## config.mk

```make
export PLATFORM = sky130hd
export DESIGN_NAME = drum_cv_trigger_scanner_top_flat
export DESIGN_NICKNAME = d
export VERILOG_FILES = /design/src/rtl/dcts_pkg.sv /design/src/rtl/dcts_if.sv /design/src/rtl/drum_cv_trigger_scanner_top.sv /design/src/flat_wrapper.sv
export SDC_FILE = /design/constraint.sdc
export NUM_CORES = 1
export LEC_CHECK = 0
export ABC_AREA = 1
export BUFFER_PORTS_ARGS = -buffer_cell sky130_fd_sc_hd__buf_2
export CAP_MARGIN = 20
export CORE_MARGIN = 10
export CORE_UTILIZATION = 66
export CTS_CLUSTER_SIZE = 30
export DETAILED_ROUTE_END_ITERATION = 12
export GPL_TIMING_DRIVEN = 0
export PLACE_DENSITY_LB_ADDON = 0.2
export SLEW_MARGIN = 20
export SYNTH_ARGS = -nofsm -noshare
export SYNTH_HDL_FRONTEND = slang
export SYNTH_SLANG_ARGS = --single-unit
```

## constraint.sdc

```tcl
create_clock -name clk -period 5.1 [get_ports clk]
set_input_delay 0.765 -clock clk [delete_from_list [all_inputs] [get_ports clk]]
set_output_delay 0.765 -clock clk [all_outputs]
set_load 0.02 [all_outputs]
```

## src/rtl/dcts_pkg.sv

```systemverilog
package dcts_pkg;

  localparam int KEY_W    = 7;
  localparam int AMOUNT_W = 7;
  localparam int DATA_W   = 8;
  localparam int OP_W     = 2;
  localparam int REG_W    = 1;

  // Number of distinct key codes on the input.
  localparam int KEY_COUNT = 1 << KEY_W;

  // Largest table shape that the default voltages cover.
  localparam int MAX_VOICES = 5;
  localparam int MAX_PARAMS = 8;

  // Event codes.
  localparam logic [OP_W-1:0] OP_SCAN_RESET = 2'd0;
  localparam logic [OP_W-1:0] OP_SCAN_CLOCK = 2'd1;
  localparam logic [OP_W-1:0] OP_NOTE_ON    = 2'd2;
  localparam logic [OP_W-1:0] OP_CTRL_CHG   = 2'd3;

  // Configuration register indexes.
  localparam logic [REG_W-1:0] REG_PULSE_LENGTH = 1'b0;
  localparam logic [REG_W-1:0] REG_BASE_KEY     = 1'b1;

  localparam logic [DATA_W-1:0] PULSE_LENGTH_RST = 8'd57;
  localparam logic [KEY_W-1:0]  BASE_KEY_RST     = 7'd48;
  localparam logic [DATA_W-1:0] LEVEL_RST        = 8'd127;

  // Channel mask of the CV output.
  localparam logic [DATA_W-1:0] CV_CHANNEL = 8'd1;

  // Power-on voltages of the table, one row per voice.
  localparam logic [DATA_W-1:0] DEFAULT_CV [MAX_VOICES][MAX_PARAMS] = '{
    '{8'd128, 8'd96,  8'd128, 8'd128, 8'd128, 8'd128, 8'd64,  8'd128},
    '{8'd128, 8'd128, 8'd128, 8'd64,  8'd64,  8'd128, 8'd64,  8'd128},
    '{8'd196, 8'd128, 8'd255, 8'd128, 8'd64,  8'd128, 8'd128, 8'd128},
    '{8'd128, 8'd128, 8'd255, 8'd128, 8'd64,  8'd128, 8'd128, 8'd128},
    '{8'd64,  8'd128, 8'd255, 8'd128, 8'd64,  8'd128, 8'd128, 8'd128}
  };

endpackage

```

## src/rtl/dcts_if.sv

```systemverilog
// Event channel into the scanner.
interface dcts_item_if;
  import dcts_pkg::*;

  logic                valid;
  logic                ready;
  logic [OP_W-1:0]     op;
  logic [KEY_W-1:0]    key;
  logic [AMOUNT_W-1:0] amount;

  modport source (output valid, op, key, amount, input ready);
  modport sink   (input valid, op, key, amount, output ready);
endinterface

// DAC write channel out of the scanner.
interface dcts_dac_if;
  import dcts_pkg::*;

  logic              valid;
  logic              ready;
  logic [DATA_W-1:0] dac_channels;
  logic [DATA_W-1:0] dac_value;
  logic              last;

  modport source (output valid, dac_channels, dac_value, last, input ready);
  modport sink   (input valid, dac_channels, dac_value, last, output ready);
endinterface

// Register write channel.
interface dcts_cfg_if;
  import dcts_pkg::*;

  logic              valid;
  logic              ready;
  logic [REG_W-1:0]  index;
  logic [DATA_W-1:0] data;

  modport source (output valid, index, data, input ready);
  modport sink   (input valid, index, data, output ready);
endinterface

```

## src/rtl/drum_cv_trigger_scanner_top.sv

```systemverilog
// Drum CV and trigger scanner. Events arrive on the item channel: scan reset,
// scan clock, note-on and control change. Each transfer of a scan clock gives
// one DAC write of the addressed table voltage to channel mask 1, followed by
// one trigger write (mask 8 shifted by the voice) for every voice whose
// trigger starts or has reached the pulse length; the final write of the
// group carries last. All other events change state only and give no write.
// An event is taken in every cycle while the hand-over stage is free, so
// non-scan events and scan clocks with short groups stream at one per cycle;
// a scan clock passes the hand-over stage and the output group register
// before its first write; its group of 1 to VOICES+1 writes goes out at one
// write per cycle while dac.ready is high, which sets the sustained scan rate.
// The voltage table lives in a single-port style RAM of VOICES*PARAMS_PER_VOICE
// bytes with a registered read; a valid flop per entry makes an entry that was
// never written read as its power-on default, so no clearing pass is needed.
// Registers may be written only while no event is in flight.
module drum_cv_trigger_scanner_top #(
  parameter int VOICES           = 5,
  parameter int PARAMS_PER_VOICE = 8
) (
  input logic        clk,
  input logic        rst,
  dcts_item_if.sink  item,
  dcts_dac_if.source dac,
  dcts_cfg_if.sink   cfg
);
  import dcts_pkg::*;

  localparam int TABLE_SIZE = VOICES * PARAMS_PER_VOICE;
  localparam int ADDR_W     = (TABLE_SIZE > 1) ? $clog2(TABLE_SIZE) : 1;
  localparam int SLOTS      = VOICES + 1;
  localparam int SLOT_W     = $clog2(SLOTS);
  // Highest key offset above base_key that still maps to a voice.
  localparam int MAX_OFFSET = 2 * VOICES - 2;

  typedef logic [ADDR_W-1:0] addr_lut_t [KEY_COUNT];
  typedef logic [DATA_W-1:0] def_lut_t [TABLE_SIZE];

  // Table address of a control change for every parameter number: the row is
  // the quotient clamped to the last voice, the column the remainder.
  function automatic addr_lut_t build_addr_lut();
    addr_lut_t lut;
    int        row;
    for (int k = 0; k < KEY_COUNT; k++) begin
      row = k / PARAMS_PER_VOICE;
      if (row > VOICES - 1) begin
        row = VOICES - 1;
      end
      lut[k] = ADDR_W'(row * PARAMS_PER_VOICE + k % PARAMS_PER_VOICE);
    end
    return lut;
  endfunction

  function automatic def_lut_t build_def_lut();
    def_lut_t lut;
    for (int r = 0; r < VOICES; r++) begin
      for (int c = 0; c < PARAMS_PER_VOICE; c++) begin
        lut[r * PARAMS_PER_VOICE + c] = DEFAULT_CV[r][c];
      end
    end
    return lut;
  endfunction

  localparam addr_lut_t ADDR_LUT = build_addr_lut();
  localparam def_lut_t  DEF_LUT  = build_def_lut();

  // Configuration.
  logic [DATA_W-1:0] pulse_length;
  logic [KEY_W-1:0]  base_key;

  // Scan and trigger state.
  logic [ADDR_W-1:0] scan_position;
  logic [DATA_W-1:0] trigger_count [VOICES];
  logic [DATA_W-1:0] trigger_level [VOICES];

  // Voltage table and its read port.
  logic [DATA_W-1:0] cv_mem [TABLE_SIZE];
  logic [TABLE_SIZE-1:0] cv_valid;
  logic [DATA_W-1:0] rd_mem;
  logic [DATA_W-1:0] rd_def;
  logic              rd_valid;

  // Hand-over stage: one scan clock whose table read is under way.
  logic              s1_valid;
  logic [VOICES-1:0] s1_emit;
  logic [DATA_W-1:0] s1_val [VOICES];

  // Output group: one value per slot and a mask of writes still to go.
  logic [DATA_W-1:0] ser_val [SLOTS];
  logic [SLOTS-1:0]  pend;

  logic              item_fire;
  logic              scan_fire;
  logic              note_fire;
  logic              cc_fire;
  logic              dac_fire;
  logic              pend_last;
  logic              load;
  logic [ADDR_W-1:0] cc_addr;
  logic [KEY_W-1:0]  key_offset;
  logic              key_hit;
  logic [VOICES-1:0] arm;
  logic [VOICES-1:0] trig_emit;
  logic [DATA_W-1:0] trig_val [VOICES];
  logic [SLOT_W-1:0] sel;

  assign item_fire = item.valid && item.ready;
  assign scan_fire = item_fire && (item.op == OP_SCAN_CLOCK);
  assign note_fire = item_fire && (item.op == OP_NOTE_ON);
  assign cc_fire   = item_fire && (item.op == OP_CTRL_CHG);
  assign dac_fire  = dac.valid && dac.ready;

  // The group is on its final write when a single bit of the mask is left.
  assign pend_last = (pend & (pend - SLOTS'(1))) == '0;
  // A waiting scan clock moves into the output group once the group is empty
  // or its final write is being taken.
  assign load       = s1_valid && ((pend == '0) || (dac_fire && pend_last));
  assign item.ready = !s1_valid || load;
  assign cfg.ready  = 1'b1;

  always_ff @(posedge clk) begin
    if (rst) begin
      pulse_length <= PULSE_LENGTH_RST;
      base_key     <= BASE_KEY_RST;
    end else if (cfg.valid) begin
      case (cfg.index)
        REG_PULSE_LENGTH: pulse_length <= cfg.data;
        REG_BASE_KEY:     base_key     <= cfg.data[KEY_W-1:0];
        default: ;
      endcase
    end
  end

  // Note-on decode: two keys per voice from base_key, the last voice one key.
  assign key_offset = item.key - base_key;
  assign key_hit    = (item.key >= base_key) && (key_offset <= KEY_W'(MAX_OFFSET));

  always_comb begin
    for (int v = 0; v < VOICES; v++) begin
      arm[v] = note_fire && key_hit && (key_offset[KEY_W-1:1] == (KEY_W-1)'(v));
      // A trigger starts with its level on the first tick and returns to zero
      // from the pulse length onward; ticks in between give no write.
      trig_emit[v] = (trigger_count[v] != '0) &&
                     ((trigger_count[v] == DATA_W'(1)) ||
                      (trigger_count[v] >= pulse_length));
      trig_val[v]  = (trigger_count[v] == DATA_W'(1)) ? trigger_level[v] : '0;
    end
  end

  always_ff @(posedge clk) begin
    if (rst) begin
      for (int v = 0; v < VOICES; v++) begin
        trigger_count[v] <= '0;
        trigger_level[v] <= LEVEL_RST;
      end
    end else begin
      for (int v = 0; v < VOICES; v++) begin
        if (arm[v]) begin
          trigger_count[v] <= DATA_W'(1);
          trigger_level[v] <= {item.amount, 1'b0};
        end else if (scan_fire && (trigger_count[v] != '0)) begin
          // Wraps past the top of the count, which leaves the voice idle.
          trigger_count[v] <= trigger_count[v] + DATA_W'(1);
        end
      end
    end
  end

  always_ff @(posedge clk) begin
    if (rst) begin
      scan_position <= '0;
    end else if (item_fire && (item.op == OP_SCAN_RESET)) begin
      scan_position <= '0;
    end else if (scan_fire) begin
      if (scan_position >= ADDR_W'(TABLE_SIZE - 1)) begin
        scan_position <= '0;
      end else begin
        scan_position <= scan_position + ADDR_W'(1);
      end
    end
  end

  // Control changes write the RAM; a scan clock reads it only in a later
  // transfer, so a read always sees every earlier write.
  assign cc_addr = ADDR_LUT[item.key];

  always_ff @(posedge clk) begin
    if (cc_fire) begin
      cv_mem[cc_addr] <= {item.amount, 1'b0};
    end
    if (scan_fire) begin
      rd_mem <= cv_mem[scan_position];
      rd_def <= DEF_LUT[scan_position];
    end
  end

  always_ff @(posedge clk) begin
    if (rst) begin
      cv_valid <= '0;
    end else if (cc_fire) begin
      cv_valid[cc_addr] <= 1'b1;
    end
  end

  always_ff @(posedge clk) begin
    if (scan_fire) begin
      rd_valid <= cv_valid[scan_position];
      s1_emit  <= trig_emit;
      for (int v = 0; v < VOICES; v++) begin
        s1_val[v] <= trig_val[v];
      end
    end
  end

  always_ff @(posedge clk) begin
    if (rst) begin
      s1_valid <= 1'b0;
    end else if (scan_fire) begin
      s1_valid <= 1'b1;
    end else if (load) begin
      s1_valid <= 1'b0;
    end
  end

  // Output group. Slot 0 is the CV write, slot v+1 the trigger of voice v.
  always_ff @(posedge clk) begin
    if (load) begin
      ser_val[0] <= rd_valid ? rd_mem : rd_def;
      for (int v = 0; v < VOICES; v++) begin
        ser_val[v+1] <= s1_val[v];
      end
    end
  end

  always_ff @(posedge clk) begin
    if (rst) begin
      pend <= '0;
    end else if (load) begin
      pend <= {s1_emit, 1'b1};
    end else if (dac_fire) begin
      pend <= pend & (pend - SLOTS'(1));
    end
  end

  // Lowest pending slot goes out first.
  always_comb begin
    sel = '0;
    for (int i = SLOTS - 1; i >= 0; i--) begin
      if (pend[i]) begin
        sel = SLOT_W'(i);
      end
    end
  end

  assign dac.valid        = pend != '0;
  assign dac.dac_value    = ser_val[sel];
  assign dac.dac_channels = (sel == '0) ? CV_CHANNEL
                                        : DATA_W'(DATA_W'(8) << (sel - SLOT_W'(1)));
  assign dac.last         = pend_last;

  // A scan clock is always followed by a group waiting in the hand-over stage.
  a_scan_to_stage: assert property (@(posedge clk) disable iff (rst)
    scan_fire |=> s1_valid)
    else $error("scan clock transfer did not reach the hand-over stage");

  // The scan position never leaves the table.
  a_position_range: assert property (@(posedge clk) disable iff (rst)
    scan_position <= ADDR_W'(TABLE_SIZE - 1))
    else $error("scan position beyond the table");

  // Every group opens with its CV write.
  a_group_opens_cv: assert property (@(posedge clk) disable iff (rst)
    load |=> pend[0])
    else $error("output group loaded without its CV write");

  // A stalled write keeps the rest of its group untouched.
  a_stall_holds: assert property (@(posedge clk) disable iff (rst)
    dac.valid && !dac.ready |=> $stable(pend))
    else $error("pending writes changed while the DAC channel stalled");

  // Nothing is offered straight after reset.
  a_reset_quiet: assert property (@(posedge clk)
    $past(rst) |-> !dac.valid)
    else $error("DAC write offered right after reset");

endmodule

```

## src/flat_wrapper.sv

```systemverilog
// flat-port wrapper written by rule: the top's interface ports become plain ports
module drum_cv_trigger_scanner_top_flat import dcts_pkg::*;
#(
  parameter int VOICES           = 5,
  parameter int PARAMS_PER_VOICE = 8
)
  (clk, rst, item_valid, item_op, item_key, item_amount, item_ready, dac_valid, dac_dac_channels, dac_dac_value, dac_last, dac_ready, cfg_valid, cfg_index, cfg_data, cfg_ready);
  dcts_item_if item_i ();
  dcts_dac_if dac_i ();
  dcts_cfg_if cfg_i ();
  input logic clk;
  input logic rst;
  input wire logic [$bits(item_i.valid)-1:0] item_valid;
  input wire logic [$bits(item_i.op)-1:0] item_op;
  input wire logic [$bits(item_i.key)-1:0] item_key;
  input wire logic [$bits(item_i.amount)-1:0] item_amount;
  output wire logic [$bits(item_i.ready)-1:0] item_ready;
  output wire logic [$bits(dac_i.valid)-1:0] dac_valid;
  output wire logic [$bits(dac_i.dac_channels)-1:0] dac_dac_channels;
  output wire logic [$bits(dac_i.dac_value)-1:0] dac_dac_value;
  output wire logic [$bits(dac_i.last)-1:0] dac_last;
  input wire logic [$bits(dac_i.ready)-1:0] dac_ready;
  input wire logic [$bits(cfg_i.valid)-1:0] cfg_valid;
  input wire logic [$bits(cfg_i.index)-1:0] cfg_index;
  input wire logic [$bits(cfg_i.data)-1:0] cfg_data;
  output wire logic [$bits(cfg_i.ready)-1:0] cfg_ready;
  assign item_i.valid = item_valid;
  assign item_i.op = item_op;
  assign item_i.key = item_key;
  assign item_i.amount = item_amount;
  assign item_ready = item_i.ready;
  assign dac_valid = dac_i.valid;
  assign dac_dac_channels = dac_i.dac_channels;
  assign dac_dac_value = dac_i.dac_value;
  assign dac_last = dac_i.last;
  assign dac_i.ready = dac_ready;
  assign cfg_i.valid = cfg_valid;
  assign cfg_i.index = cfg_index;
  assign cfg_i.data = cfg_data;
  assign cfg_ready = cfg_i.ready;
  drum_cv_trigger_scanner_top #(.VOICES(VOICES), .PARAMS_PER_VOICE(PARAMS_PER_VOICE)) u_core (.clk(clk), .rst(rst), .item(item_i), .dac(dac_i), .cfg(cfg_i));
endmodule
```

# After elaboration in Yosys (flattened, before gate mapping)

Memory sizes are Yosys's and may differ from the RTL's. A register that Yosys moved wholly into a read port is not among the register bits.
Index checks and enable logic that the tools add are counted.
Widths: inputs -> output; s select.

$add $sub $neg: 9
Bitwise gates (word level): 20
Multiplexer cells: 82
Shifts and indexed selects: 1
Eq/ne operators: 12
Reduce and logical (&&, ||, !) cells: 50
Order comparisons: 12

Operator list:

| operator            | number |
|---|---|
| $mux 8              | 22 |
| $mux 1              | 47 |
| $add 8x1->8 const B | 5 |
| $eq 8x1->1 const B  | 5 |
| $ge 8x8->1          | 5 |
| $or 40x40->40       | 1 |
| $reduce_bool 8->1   | 5 |
| $mux 6              | 5 |
| $logic_and 1x1->1   | 26 |
| $logic_not 6->1     | 3 |
| $mux 3              | 6 |
| $or 1x1->1          | 15 |
| $lt 6x7->1 const B  | 2 |
| $eq 6x2->1 const B  | 2 |
| $ge 8x8->1 const B  | 1 |
| $not 7->8           | 1 |
| $shl 4x3->8 const A | 1 |
| $ge 7x7->1          | 1 |
| $le 7x4->1 const B  | 1 |
| $logic_or 1x1->1    | 7 |
| $not 6->7           | 1 |
| $sub 7x7->7         | 1 |
| $add 6x1->6 const B | 1 |
| $and 6x6->6         | 1 |
| 18 further kinds    | 21 |

Register bits after elaboration: 82
Word-level logic and storage cells: 202
Memory bits (read-only): 1280
Memory bits (writable): 448
Memories kept: 7
Output and inout port bits: 20
Input port bits: 30

Memory list:

| memory               | depth | width | read ports | clocked after memory_dff | wr ports | line                               | RTL |
|---|---|---|---|---|---|---|---|
| (name not given)     | 128   | 6     | 1          | 0                        | 0        | drum_cv_trigger_scanner_top.sv:184 | `assign cc_addr = ADDR_LUT[item.key];` |
| (name not given)     | 64    | 8     | 1          | 1                        | 0        | drum_cv_trigger_scanner_top.sv:192 | `rd_def <= DEF_LUT[scan_position];` |
| u_core.cv_mem        | 40    | 7     | 1          | 1                        | 1        | drum_cv_trigger_scanner_top.sv:76  | `logic [DATA_W-1:0] cv_mem [TABLE_SIZE];` |
| u_core.ser_val       | 6     | 8     | 1          | 0                        | 6        | drum_cv_trigger_scanner_top.sv:88  | `logic [DATA_W-1:0] ser_val [SLOTS];` |
| u_core.s1_val        | 5     | 8     | 5          | 0                        | 5        | drum_cv_trigger_scanner_top.sv:85  | `logic [DATA_W-1:0] s1_val [VOICES];` |
| u_core.trigger_count | 5     | 8     | 5          | 0                        | 5        | drum_cv_trigger_scanner_top.sv:72  | `logic [DATA_W-1:0] trigger_count [VOICES];` |
| 1 more memories      | n/a   | n/a   | n/a        | n/a                      | n/a      | n/a                                |  |

# Depth between registers and ports, before layout

Gate-level depths: netlist of the first run.

Depth after elaboration: 16
Depth in mapped cells: 19
Gate-level depth less buffers: 19

# Worst setup path after synthesis of the first run

OpenSTA, ideal clock, no wires.

Path type: input port to flip-flop
From: input dac_ready
To: memory u_core.trigger_count[3][0], enable pin
Path slack: 2055 ps
Data arrival time: 2708 ps
Setup time: 337 ps
Buffers on the path: 0
Data required time: 4763 ps
Stages: 6
Cell sequence: nand4_2 nand3_4 nand2_2 nor2_4 nand3_2 nand3_1

RTL lines:

| item            | line                              | RTL |
|---|---|---|
| start, declared | flat_wrapper.sv:22                | `input wire logic [$bits(dac_i.ready)-1:0] dac_ready;` |
| end, declared   | drum_cv_trigger_scanner_top.sv:72 |  |

# Worst setup path after layout of the first run

From: register u_core.pend[5]
To: output dac_dac_channels[5]

Word-level cells in the longest chain between the ends: 9
Elaborated cells on any way between the ends: 10
Those cells by class: add/sub: 1; shift: 1; mux: 7; reduce/logical: 1

Ends and longest elaborated chain:

| item                   | line                               | RTL |
|---|---|---|
| start, declared        | drum_cv_trigger_scanner_top.sv:89  | `logic [SLOTS-1:0] pend;` |
| start signal, assigned | drum_cv_trigger_scanner_top.sv:238 | `pend <= {s1_emit, 1'b1};` |
| start signal, assigned | drum_cv_trigger_scanner_top.sv:240 | `pend <= pend & (pend - SLOTS'(1));` |
| $mux 3 * (6 in a row)  | drum_cv_trigger_scanner_top.sv:248 | `if (pend[i]) begin` |
| $sub 3x1->3            | drum_cv_trigger_scanner_top.sv:257 | `: DATA_W'(DATA_W'(8) << (sel - SLOT_W'(1)));` |
| $shl 4x3->8            | drum_cv_trigger_scanner_top.sv:257 |  |
| $mux 8 *               | drum_cv_trigger_scanner_top.sv:256 | `assign dac.dac_channels = (sel == '0) ? CV_CHANNEL` |
| end, declared          | flat_wrapper.sv:19                 | `output wire logic [$bits(dac_i.dac_channels)-1:0] dac_dac_channels;` |

Mark *: on every way between the ends. The rest lies on a longest branch, timed or not.

==> results of run 1 <==
==> cell families (layout without fill, tap and decap cells) <==
kind of cell	count (synthesis)	count (layout)
other cells	2	3
flops	534	534
compound gates	436	436
xor+xnor	16	16
buf+inv	269	414
fa+ha+maj	72	72
mux	2	2
simple gates	655	655
==> metrics by stage <==
step / setup slack (ns) / cell area (um^2) / cells
after floorplan: 2.05 / 23000 / 1987
after global placement: 1.26 / 23800 / 2488
final: 0.919 / 25500 / 2587
after global routing: 0.772 / 25500 / 2587
after CTS: 1.03 / 25500 / 2586
after detailed placement: 1.33 / 23900 / 2491
==> power groups by stage <==
stage / Clock (mW) / Combinational [mW] / Sequential [mW]
6_report: 3.70 / 1.58 / 4.91
5_1_grt: 3.88 / 1.74 / 4.92
4_1_cts: 3.70 / 1.57 / 4.91
3_5_place_dp: 0 / 1.56 / 5.00
3_3_place_gp: 0 / 1.51 / 5.00
2_1_floorplan: 0 / 1.03 / 4.99
==> cell usage after synthesis, types with 2 or more instances <==
library cell | number | share of area
nand3_2 | 7 | 0.0030
nand2_4 | 2 | 0.00098
xor2_1 | 14 | 0.0053
o31ai_1 | 12 | 0.0039
a22oi_1 | 4 | 0.0013
clkinv_1 | 2 | 0.00033
a22o_1 | 5 | 0.0019
a311o_1 | 3 | 0.0013
nor4_1 | 6 | 0.0016
nor2_4 | 2 | 0.00098
o221ai_1 | 54 | 0.021
nand4_1 | 9 | 0.0024
or2_2 | 2 | 0.00054
buf_4 | 3 | 0.00098
nor3_1 | 22 | 0.0048
o221a_2 | 2 | 0.00098
o22ai_1 | 25 | 0.0068
edfxtp_1 | 466 | 0.61
o21ai_1 | 4 | 0.00087
nor2_1 | 329 | 0.054
clkbuf_1 | 69 | 0.011
inv_2 | 4 | 0.00065
a21o_1 | 2 | 0.00065
nor2_2 | 2 | 0.00054
nand3_1 | 69 | 0.015
a31oi_1 | 4 | 0.0011
a21oi_1 | 42 | 0.0091
o21a_1 | 41 | 0.013
dfxtp_1 | 68 | 0.059
conb_1 | 2 | 0.00033
buf_2 | 6 | 0.0013
ha_1 | 71 | 0.039
xnor2_1 | 2 | 0.00076
mux2i_1 | 2 | 0.00087
a21boi_0 | 11 | 0.0036
inv_1 | 180 | 0.029
nand2_1 | 184 | 0.030
buf_1 | 5 | 0.00082
nand2_2 | 2 | 0.00054
o21ai_0 | 193 | 0.042
o211ai_1 | 30 | 0.0098
nor3b_1 | 8 | 0.0026
nand4_2 | 5 | 0.0027
==> area by class of cell <==
type                            count  share of cell area
Multi-Input combinational cell   1184               0.260
Inverter                          186              0.0273
Buffer                             83              0.0129
Timing Repair Buffer               50              0.0117
Clock buffer                       64              0.0547
Tap cell                          455              0.0223
Clock inverter                     31             0.00912
Sequential cell                   534               0.601
==> path summary, 6_finish.rpt <==
path | start | endpoint | cells after the start
setup / recovery | u_core.pend[5]$_SDFFE_PP0P_ | dac_dac_channels[5] | 10
setup reg to reg | u_core.scan_position[0]$_SDFFE_PP0N_ | u_core.rd_mem[4]$_DFFE_PN_ | 9
hold / removal | u_core.s1_val[0][37]$_SDFFCE_PP0N_ | u_core.ser_val[5][5]$_DFFE_PP_ | 0
hold reg to reg | u_core.s1_val[0][37]$_SDFFCE_PP0N_ | u_core.ser_val[5][5]$_DFFE_PP_ | 0
==> registers in the layout, indices dropped and copies added, names as in the netlist <==
register              cells
u_core.s1_val            40
u_core.scan_position      6
u_core.pulse_length       8
u_core.ser_val           48
u_core.trigger_level     40
u_core.pend               6
u_core.base_key           7
u_core.trigger_count     40
u_core.cv_valid          40
u_core.s1_emit            5
u_core.rd_mem             7
u_core.cv_mem           280
u_core.rd_valid           1
u_core.rd_def             5
u_core.s1_valid           1
==> layer usage <==
| metal | part of all wire | wire (um) |
|---|---|---|
| met3 | 0.13 | 7640 |
| met2 | 0.46 | 27200 |
| met1 | 0.38 | 22800 |
| met4 | 0.032 | 1920 |
| met5 | 0.00022 | 13 |
==> results.txt, run 1 <==
Worst-Skew Late Latency: 0.57 ns
via count: 16500
crit path DAT: 3.42 ns
DRC viols: 0
first-pass GRT wire length: 90100 um
Top Ports: 50
multi-input logic area: 6650 um^2
H-tree levels: 2
# diodes: 0
worst-path cell chain: nand2_1, a21oi_1, nor2_1, nor2_1, clkbuf_1, nor2_1, ha_1, nand2_1, nor3_1, buf_2
FP Rows: 68
#FFs+latches synth: 534
ANT nets after route: 0
Flop pwr share: 0.482
Worst Hold Class: reg -> reg
worst stage delay on the critical path: 0.48 ns
CTS sink cnt: 534
grt peak-use layer: met2
WL per Instance: 23.0 um
EDFF count, synth: 466
GR met1 Demand/Resource: 0.384
number of global-route vias before repair: 15900
Synth Warn #: 0
max-cap viol count: 0
Core Footprint: 34500 um^2
Psw: 2.79 mW
Avg Vias per Cell: 6.36
input/output buffers: 46
Max IR drop VDD: 0.423 mV
area of the die: 42800 um^2
grt ovf: 0
crit-path max FO: 10
unrepaired setup endpoints after global routing: false
Fin Hold WS: 0.418 ns
Final Max Slew Viols: 0
main flop type after synthesis: edfxtp_1
initial DRC count: 2512
Final setup viols: 0
initial antenna violation count: 1
Synth Area in Adders: 0.0395
Rel. slew slack: 0.234
post-cts sizing count: 0
worst clock skew: 0.0197 ns
Hold Fails Final Rpt: 0
Die H: 207 um
Clk pwr share: 0.363
critical path startpoint category: flop
commonest non-fill, non-tap cell in the layout: edfxtp_1
critical path class: reg -> out
post-synthesis cell type count: 54
PwrDens: 399 nW/um^2
setup TNS: 0 ns
gpl congestion: 0.987
Synth Area in XOR/XNOR: 0.00609
Initial Util: 0.668
sw frac: 0.274
Cell Area, Synth: 23000 um^2
TritonCTS Buffers: 51
Final Critical Period: 4.18 ns
commonest cells after routing, fill and taps aside: edfxtp_1 (466), nor2_1 (328), o21ai_0 (193), nand2_1 (184), inv_1 (179)
DR pass1 iterations: 6
fraction of layout cells with a size suffix above 1: 0.0802
timing-limited maximum frequency: 0.239 GHz
P_leak: 9.54 nW
post-synthesis sequential area ratio: 0.667
clk root buf: clkbuf_16
CP bufs+invs: 2
Synth Area in Compound Gates: 0.119
most frequent CP cell: nor2_1
Cells after Synth: 1986
TritonCTS clock tree: done
Int Pwr: 7.40 mW
period utilization: 0.820
main combinational cell family by area after synthesis: simple AND/OR/NAND/NOR gates
syn_area_per_cell: 11.6 um^2
Worst-path clk slew: 0.06 ns
hpwl dp: 39900 um
area grow syn2layout: 10.9%
Die X: 207 um
crit end category: primary output
Worst Tran Pin Value: 1.14 ns
critical path required time: 4.34 ns
WL final: 59600 um
ys async rst share: 0
CTS Buffer Depth: 3
gr usage total: 0.278
FILL cells: 2235
slowest stage cell, crit path: a21oi_1
status: finished, final reports clean
met3 usage: 0.0620
setup bufs post-CTS: 0
multiplexer area fraction after synthesis: 0.000869
Post-Synth Simple-Gate Area: 0.123
hold_buf cts: 0
nets: 2192
overall power: 10.2 mW
delay-heaviest family, CP: simple AND/OR/NAND/NOR gates
register area: 15400 um^2
Comb pwr share: 0.155
Worst R2R Setup Slack: 1.96 ns
largest net degree at the start of global routing: 42
Layout Utilization: 0.741
global routing usage on met2: 0.433
(Power assumes the default switching activity.)
==> run 2: changes to the inputs <==
--- a/config.mk
+++ b/config.mk
@@ -9,7 +9,7 @@
 export BUFFER_PORTS_ARGS = -buffer_cell sky130_fd_sc_hd__buf_2
 export CAP_MARGIN = 20
 export CORE_MARGIN = 10
-export CORE_UTILIZATION = 66
+export CORE_UTILIZATION = 56
 export CTS_CLUSTER_SIZE = 30
 export DETAILED_ROUTE_END_ITERATION = 12
 export GPL_TIMING_DRIVEN = 0
==> constraint.sdc (replaced) <==
create_clock -name clk -period 3.8 [get_ports clk]
set_input_delay 0.57 -clock clk [delete_from_list [all_inputs] [get_ports clk]]
set_output_delay 0.57 -clock clk [all_outputs]
set_load 0.02 [all_outputs]
==> run 2 against run 1 <==
  * Total power is 36% higher
  * Largest cell class unchanged
  * Non-clock buffer count is 2 lower
  * Via count is 2.4% lower
  * Largest power group unchanged
  * Setup slack worse by 0.69 ns
  * Clock power is 39% higher
  * Sequential power is 34% higher
  * Utilization is 11 points lower
  * Global-route usage is 4.5 points lower
  * Critical path depth stayed put
  * Highest routed layer is now met4
  * Critical endpoint is now dac_dac_channels[4]
  * Flip-flop and latch count stayed put
  * Final area is 0.76% higher
  * First-iteration DRC count is 24% lower
==> results.txt, run 2 (synthesis results as in run 1) <==
biggest regs: u_core.cv_mem x280, u_core.ser_val x48
Rel. slew slack: 0.218 (-0.0154)
Worst R2R Start: u_core.scan_position[0]$_SDFFE_PP0N_
DR pass1 iterations: 6 (unchanged)
Avg Vias per Cell: 6.03 (-5.2%)
Core Footprint: 40700 um^2 (+18%)
Critical R2R Capture: u_core.rd_valid$_DFFE_PN_
TritonCTS clock tree: done
Placed Area: 24000 um^2 (+0.43%)
Max IR drop VDD: 0.440 mV (+3.9%)
Initial Util: 0.565 (-0.103)
status: finished, final reports clean
hpwl dp: 40400 um (+1.3%)
TritonCTS Buffers: 53 (+3.9%)
Worst-Skew Late Latency: 0.62 ns (+0.05 ns)
via count: 16100 (-2.4%)
crit end category: primary output
P_leak: 9.58 nW (+0.34%)
initial antenna violation count: 0 (-1)
CTS sink cnt: 534 (unchanged)
worst clock skew: 0.0303 ns (+0.0106 ns)
overall power: 13.9 mW (+36%)
# diodes: 0 (unchanged)
CTS Buffer Depth: 3 (unchanged)
DP Worst Slack: 0.175 ns (-1.15 ns)
slowest stage cell, crit path: dfxtp_1
period utilization: 0.941
ANT nets after route: 0 (unchanged)
Worst Hold Class: in -> reg
number of global-route vias before repair: 15300 (-3.3%)
crit path DAT: 3.01 ns (-0.41 ns)
first-pass GRT wire length: 89500 um (-0.77%)
Worst Tran Pin Value: 1.17 ns (+0.0231 ns)
grt ovf: 0 (unchanged)
Worst R2R Setup Slack: 0.64 ns (-1.32 ns)
Final Max Slew Viols: 0 (unchanged)
WL per Instance: 22.4 um (-2.8%)
Hold Fails Final Rpt: 0 (unchanged)
setup bufs post-CTS: 0 (unchanged)
Top Ports: 50 (unchanged)
critical path startpoint category: flop
max-cap viol count: 0 (unchanged)
Final WS setup: 0.224 ns (-0.695 ns)
FP Rows: 74 (+8.8%)
area of the die: 49600 um^2 (+16%)
Reg2Reg Depth: 9 (unchanged)
clk root buf: clkbuf_16
Final Instance Area: 25700 um^2 (+0.76%)
area grow syn2layout: 11.7%
gpl congestion: 0.939 (-4.9%)
gr usage total: 0.233 (-0.0447)
initial DRC count: 1921 (-24%)
H-tree levels: 2 (unchanged)
Final setup viols: 0 (unchanged)
PwrDens: 540 nW/um^2 (+35%)
commonest non-fill, non-tap cell in the layout: edfxtp_1
Die X: 223 um (+7.7%)
Worst-path clk slew: 0.06 ns (about the same)
DRC viols: 0 (unchanged)
Fin Hold WS: 0.203 ns (-0.215 ns)
commonest cells after routing, fill and taps aside: edfxtp_1 (466), nor2_1 (325), o21ai_0 (193), nand2_1 (184), inv_1 (179)
critical path required time: 3.23 ns (-1.11 ns)
worst-path cell chain: nand2_1, a21oi_4, nor2_1, nor2_1, clkbuf_4, nor2_1, ha_1, nand2_1, nor3_1, buf_2
Final Critical Period: 3.58 ns
input/output buffers: 46 (unchanged)
most frequent CP cell: nor2_1
crit-path max FO: 10 (unchanged)
critical path class: reg -> out
Hold Crit Endpoint: u_core.pulse_length[3]$_SDFFE_PP1P_
Largest register FFs: 280 (unchanged)
Die H: 223 um (+7.7%)
Layout Utilization: 0.631 (-0.109)
WL final: 59600 um (+0.14%)
nets: 2192 (unchanged)
worst stage delay on the critical path: 0.40 ns (-0.08 ns)
timing-limited maximum frequency: 0.280 GHz
largest net degree at the start of global routing: 42 (unchanged)
Hold Crit Depth: 3 (+3)
Hold Startpoint: cfg_data[3]
largest register by flop count: u_core.cv_mem
fraction of layout cells with a size suffix above 1: 0.0797 (-0.000506)
## run 2: cell count changes in the layout (fill, tap and decap cells not counted), moves of 2 or more
cell / previous run / this run
nor2_1: 328 / 325
nor2_2: 3 / 6
clkinvlp_4: 4 / 0
clkinv_2: 14 / 5
clkinv_1: 11 / 9
clkbuf_1: 77 / 85
clkbuf_8: 3 / 10
## run 2: metrics by stage
step	TNS (ns)	std cells
global placement	-1.62	2565
detailed placement	0	2568
finish	0	2665
floorplan	0	1987
global route	-0.00255	2665
CTS	0	2666
## run 2: cell type report
cell class | instances | area (um^2)
plain buffers | 82 | 330
clock buffers | 82 | 1560
clock inverters | 16 | 148
fillers | 3105 | 15000
inverters | 186 | 698
multi-input cells | 1184 | 6670
flip-flops and latches | 534 | 15400
well taps | 532 | 666
repair buffers | 49 | 298
## run 2: worst max path at each step
stage | from | end | slack (ns) | depth (start not counted)
detailed placement | item_key[0] | u_core.trigger_level[0][33]$_DFFE_PP_ | 0.17 | 17
CTS | u_core.pend[5]$_SDFFE_PP0P_ | dac_dac_channels[4] | 0.1 | 10
global route | u_core.pend[5]$_SDFFE_PP0P_ | dac_dac_channels[6] | -0.003 | 10
finish | u_core.pend[5]$_SDFFE_PP0P_ | dac_dac_channels[4] | 0.22 | 10
floorplan | u_core.pend[0]$_SDFFE_PP0P_ | u_core.trigger_count[3][0]$_SDFFCE_PN0P_ | 0.76 | 9
global placement | u_core.pend[0]$_SDFFE_PP0P_ | u_core.trigger_count[3][7]$_SDFFCE_PN0P_ | -0.11 | 9
## run 2: metal layers
metal  vias to the layer above  GRT usage  wire length, um
li1                       7306          -                -
met1                      7722      0.321            24600
met2                       898      0.357            26900
met3                       144     0.0529             6130
met4                         0     0.0854             1970
met5                         -          0                0
## run 2: critical path, delay by kind of cell, from the launching register on
family	cells	cell delay (ns)
simple gates	6	0.96
buf+inv	2	0.45
flops	1	0.40
compound gates	1	0.25
fa+ha+maj	1	0.34
## run 2: what timing repair did
item | 4_1_cts | 5_1_grt
hold buffers | 0 | 0
gates resized for setup | 4 | 4
endpoints found under the setup margin | 10 | 11
## run 2: power by group
| part | switching, mW | internal, mW |
|---|---|---|
| registers | 0.0955 | 6.51 |
| clock network | 2.18 | 2.95 |
| logic | 1.54 | 0.631 |
| total | 3.81 | 10.1 |
==> run 3: changes to the inputs <==
--- a/config.mk
+++ b/config.mk
@@ -13,7 +13,8 @@
 export CTS_CLUSTER_SIZE = 30
 export DETAILED_ROUTE_END_ITERATION = 12
 export GPL_TIMING_DRIVEN = 0
-export PLACE_DENSITY_LB_ADDON = 0.2
+export PLACE_DENSITY = 0.76
+export REMOVE_ABC_BUFFERS = 1
 export SLEW_MARGIN = 20
 export SYNTH_ARGS = -nofsm -noshare
 export SYNTH_HDL_FRONTEND = slang
==> run 3 against run 2 <==
  * Total power is 0.50% lower
  * Final area fell by 0.70%
  * Global-route usage shrank 2.9 points
  * Flip-flop and latch count stayed put
  * Clock skew shrank 0.015 ns
  * Die area is the same
  * Non-clock buffer count decreased by 73
  * Clock power is 3% lower
  * Wire length decreased by 13%
  * Clock-buffer cell count rose by 1
  * Maximum frequency fell by 2.1%
  * Final cell count decreased by 2.8%
  * Largest power group unchanged
==> results.txt, run 3 (synthesis results as in run 1) <==
gpl congestion: 0.863 (-8.0%)
period utilization: 0.961 (+0.0198)
commonest cells after routing, fill and taps aside: edfxtp_1 (466), nor2_1 (326), o21ai_0 (193), nand2_1 (184), inv_1 (177)
crit-path max FO: 8 (-2)
P_leak: 9.50 nW (-0.75%)
TritonCTS clock tree: done
grt ovf: 0 (unchanged)
slowest stage cell, crit path: nor3_4
Worst Tran Pin Value: 0.955 ns (-0.213 ns)
critical path required time: 3.23 ns (about the same)
max-cap viol count: 0 (unchanged)
worst-path cell chain: nor3_4, inv_1, nor2_2, a22o_1, o21ai_0, o31ai_1, buf_2
Initial Util: 0.565 (unchanged)
initial DRC count: 1581 (-18%)
H-tree levels: 2 (unchanged)
WL per Instance: 20.1 um (-10%)
crit end category: primary output
status: finished, final reports clean
CTS Buffer Depth: 3 (unchanged)
Final Instance Area: 25500 um^2 (-0.70%)
critical path class: reg -> out
Avg Vias per Cell: 5.96 (-1.2%)
Reg2Reg Depth: 15 (+6)
grt peak-use layer: met2
ANT nets after route: 0 (unchanged)
Die H: 223 um (unchanged)
nets: 2118 (-3.4%)
Layout Utilization: 0.627 (-0.00439)
Rel. slew slack: 0.363 (+0.144)
Layout Cells excl Fill: 2591 (-2.8%)
global routing usage on met2: 0.338 (-0.0196)
DP Worst Slack: 0.225 ns (+0.0499 ns)
commonest non-fill, non-tap cell in the layout: edfxtp_1
Final Critical Period: 3.65 ns (+0.0754 ns)
Hold Crit Depth: 3 (unchanged)
Fin Hold WS: 0.235 ns (+0.0319 ns)
fraction of layout cells with a size suffix above 1: 0.0841 (+0.00436)
DR pass1 iterations: 6 (unchanged)
Hold Fails Final Rpt: 0 (unchanged)
largest net degree at the start of global routing: 128 (+200%)
Worst-Skew Late Latency: 0.58 ns (-0.04 ns)
biggest regs: u_core.cv_mem x280, u_core.ser_val x48
first-pass GRT wire length: 81300 um (-9.1%)
unrepaired setup endpoints after global routing: false
critical path startpoint category: flop
via count: 15400 (-4.0%)
Worst-path clk slew: 0.06 ns (about the same)
Worst Hold Class: in -> reg
Max IR drop VDD: 0.376 mV (-15%)
Hold Crit Endpoint: u_core.pulse_length[4]$_SDFFE_PP1P_
Placed Area: 23800 um^2 (-0.61%)
input/output buffers: 46 (unchanged)
Hold Startpoint: cfg_data[4]
crit path DAT: 3.08 ns (+0.07 ns)
TritonCTS Buffers: 51 (-3.8%)
met3 usage: 0.0382 (-0.0147)
number of global-route vias before repair: 14900 (-2.9%)
Worst R2R Setup Slack: 0.56 ns (-0.08 ns)
Final Max Slew Viols: 0 (unchanged)
Largest register FFs: 280 (unchanged)
Top Ports: 50 (unchanged)
CP bufs+invs: 2 (unchanged)
initial antenna violation count: 2 (+2)
hold_buf cts: 0 (unchanged)
Core Footprint: 40700 um^2 (unchanged)
area of the die: 49600 um^2 (unchanged)
overall power: 13.8 mW (-0.50%)
delay-heaviest family, CP: simple AND/OR/NAND/NOR gates
FP Rows: 74 (unchanged)
Final setup viols: 0 (unchanged)
Worst R2R Start: u_core.base_key[0]$_SDFFE_PP0P_
worst stage delay on the critical path: 0.54 ns (+0.14 ns)
GR met1 Demand/Resource: 0.268 (-0.0528)
DRC viols: 0 (unchanged)
# placed instances: 2491 (-3.0%)
clk root buf: clkbuf_16
Final WS setup: 0.149 ns (-0.0754 ns)
Die X: 223 um (unchanged)
gr usage total: 0.205 (-0.0289)
Critical R2R Capture: u_core.trigger_level[0][22]$_DFFE_PP_
CTS sink cnt: 534 (unchanged)
hpwl dp: 32500 um (-20%)
worst clock skew: 0.0149 ns (-0.0155 ns)
WL final: 52100 um (-13%)
largest register by flop count: u_core.cv_mem
setup TNS: 0 ns (unchanged)
PwrDens: 541 nW/um^2 (+0.20%)
area grow syn2layout: 10.9%
timing-limited maximum frequency: 0.274 GHz (-2.1%)
==> run 3: changes by cell type in the layout (fill, tap and decap cells not counted), moves of 2 or more <==
| cell | before | now |
|---|---|---|
| clkbuf_16 | 54 | 51 |
| dfxtp_4 | 0 | 3 |
| dfxtp_1 | 68 | 65 |
| buf_16 | 1 | 7 |
| buf_1 | 5 | 0 |
| inv_1 | 179 | 177 |
| buf_2 | 52 | 46 |
| clkinv_4 | 0 | 2 |
| clkbuf_1 | 85 | 22 |
| clkinv_1 | 9 | 2 |
==> run 3: area by class of cell <==
| class | instances | area (um^2) |
|---|---|---|
| sequential | 534 | 15400 |
| fill | 2963 | 15200 |
| multi-input combinational | 1185 | 6670 |
| clock buffer | 83 | 1500 |
| inverter | 186 | 719 |
| tap | 532 | 666 |
| timing repair buffer | 58 | 473 |
| clock inverter | 12 | 151 |
| antenna | 1 | 2.50 |
==> run 3: where the power goes <==
part | internal (mW) | total (mW) | switching, mW
registers | 6.50 | 6.61 | 0.106
logic | 0.662 | 2.23 | 1.56
clock network | 2.90 | 4.99 | 2.10
==> run 3: repair_timing <==
| action | 4_1_cts | 5_1_grt |
|---|---|---|
| gates cloned | 0 | 1 |
| setup endpoints to repair | 13 | 8 |
| resized for setup | 4 | 1 |
| setup buffers | 0 | 3 |
| pin swaps | 0 | 1 |
==> run 3: per-layer routing <==
layer,routed length (um),vias up
met5,18,-
met4,1390,2
met3,4480,119
met2,25100,710
met1,21100,7452
li1,-,7151
==> run 3: how the worst max path moves through the flow <==
stage / startpoint / slack, ns / cells after the start / end
floorplan: u_core.scan_position[0]$_SDFFE_PP0N_ / -2.07 / 5 / u_core.rd_def[6]$_DFFE_PN_
finish: u_core.pend[0]$_SDFFE_PP0P_ / 0.15 / 7 / dac_dac_value[7]
CTS: u_core.pend[5]$_SDFFE_PP0P_ / -0.003 / 10 / dac_dac_value[0]
detailed placement: item_key[0] / 0.22 / 17 / u_core.trigger_level[0][36]$_DFFE_PP_
global placement: u_core.scan_position[0]$_SDFFE_PP0N_ / -6.12 / 6 / u_core.rd_mem[2]$_DFFE_PN_
global route: u_core.pend[0]$_SDFFE_PP0P_ / 0.02 / 8 / dac_dac_value[6]
==> run 3: worst min-delay path, cell delays in order <==
cell	delay, ns
buf_2	0.09
nand2_1	0.05
o211ai_1	0.07
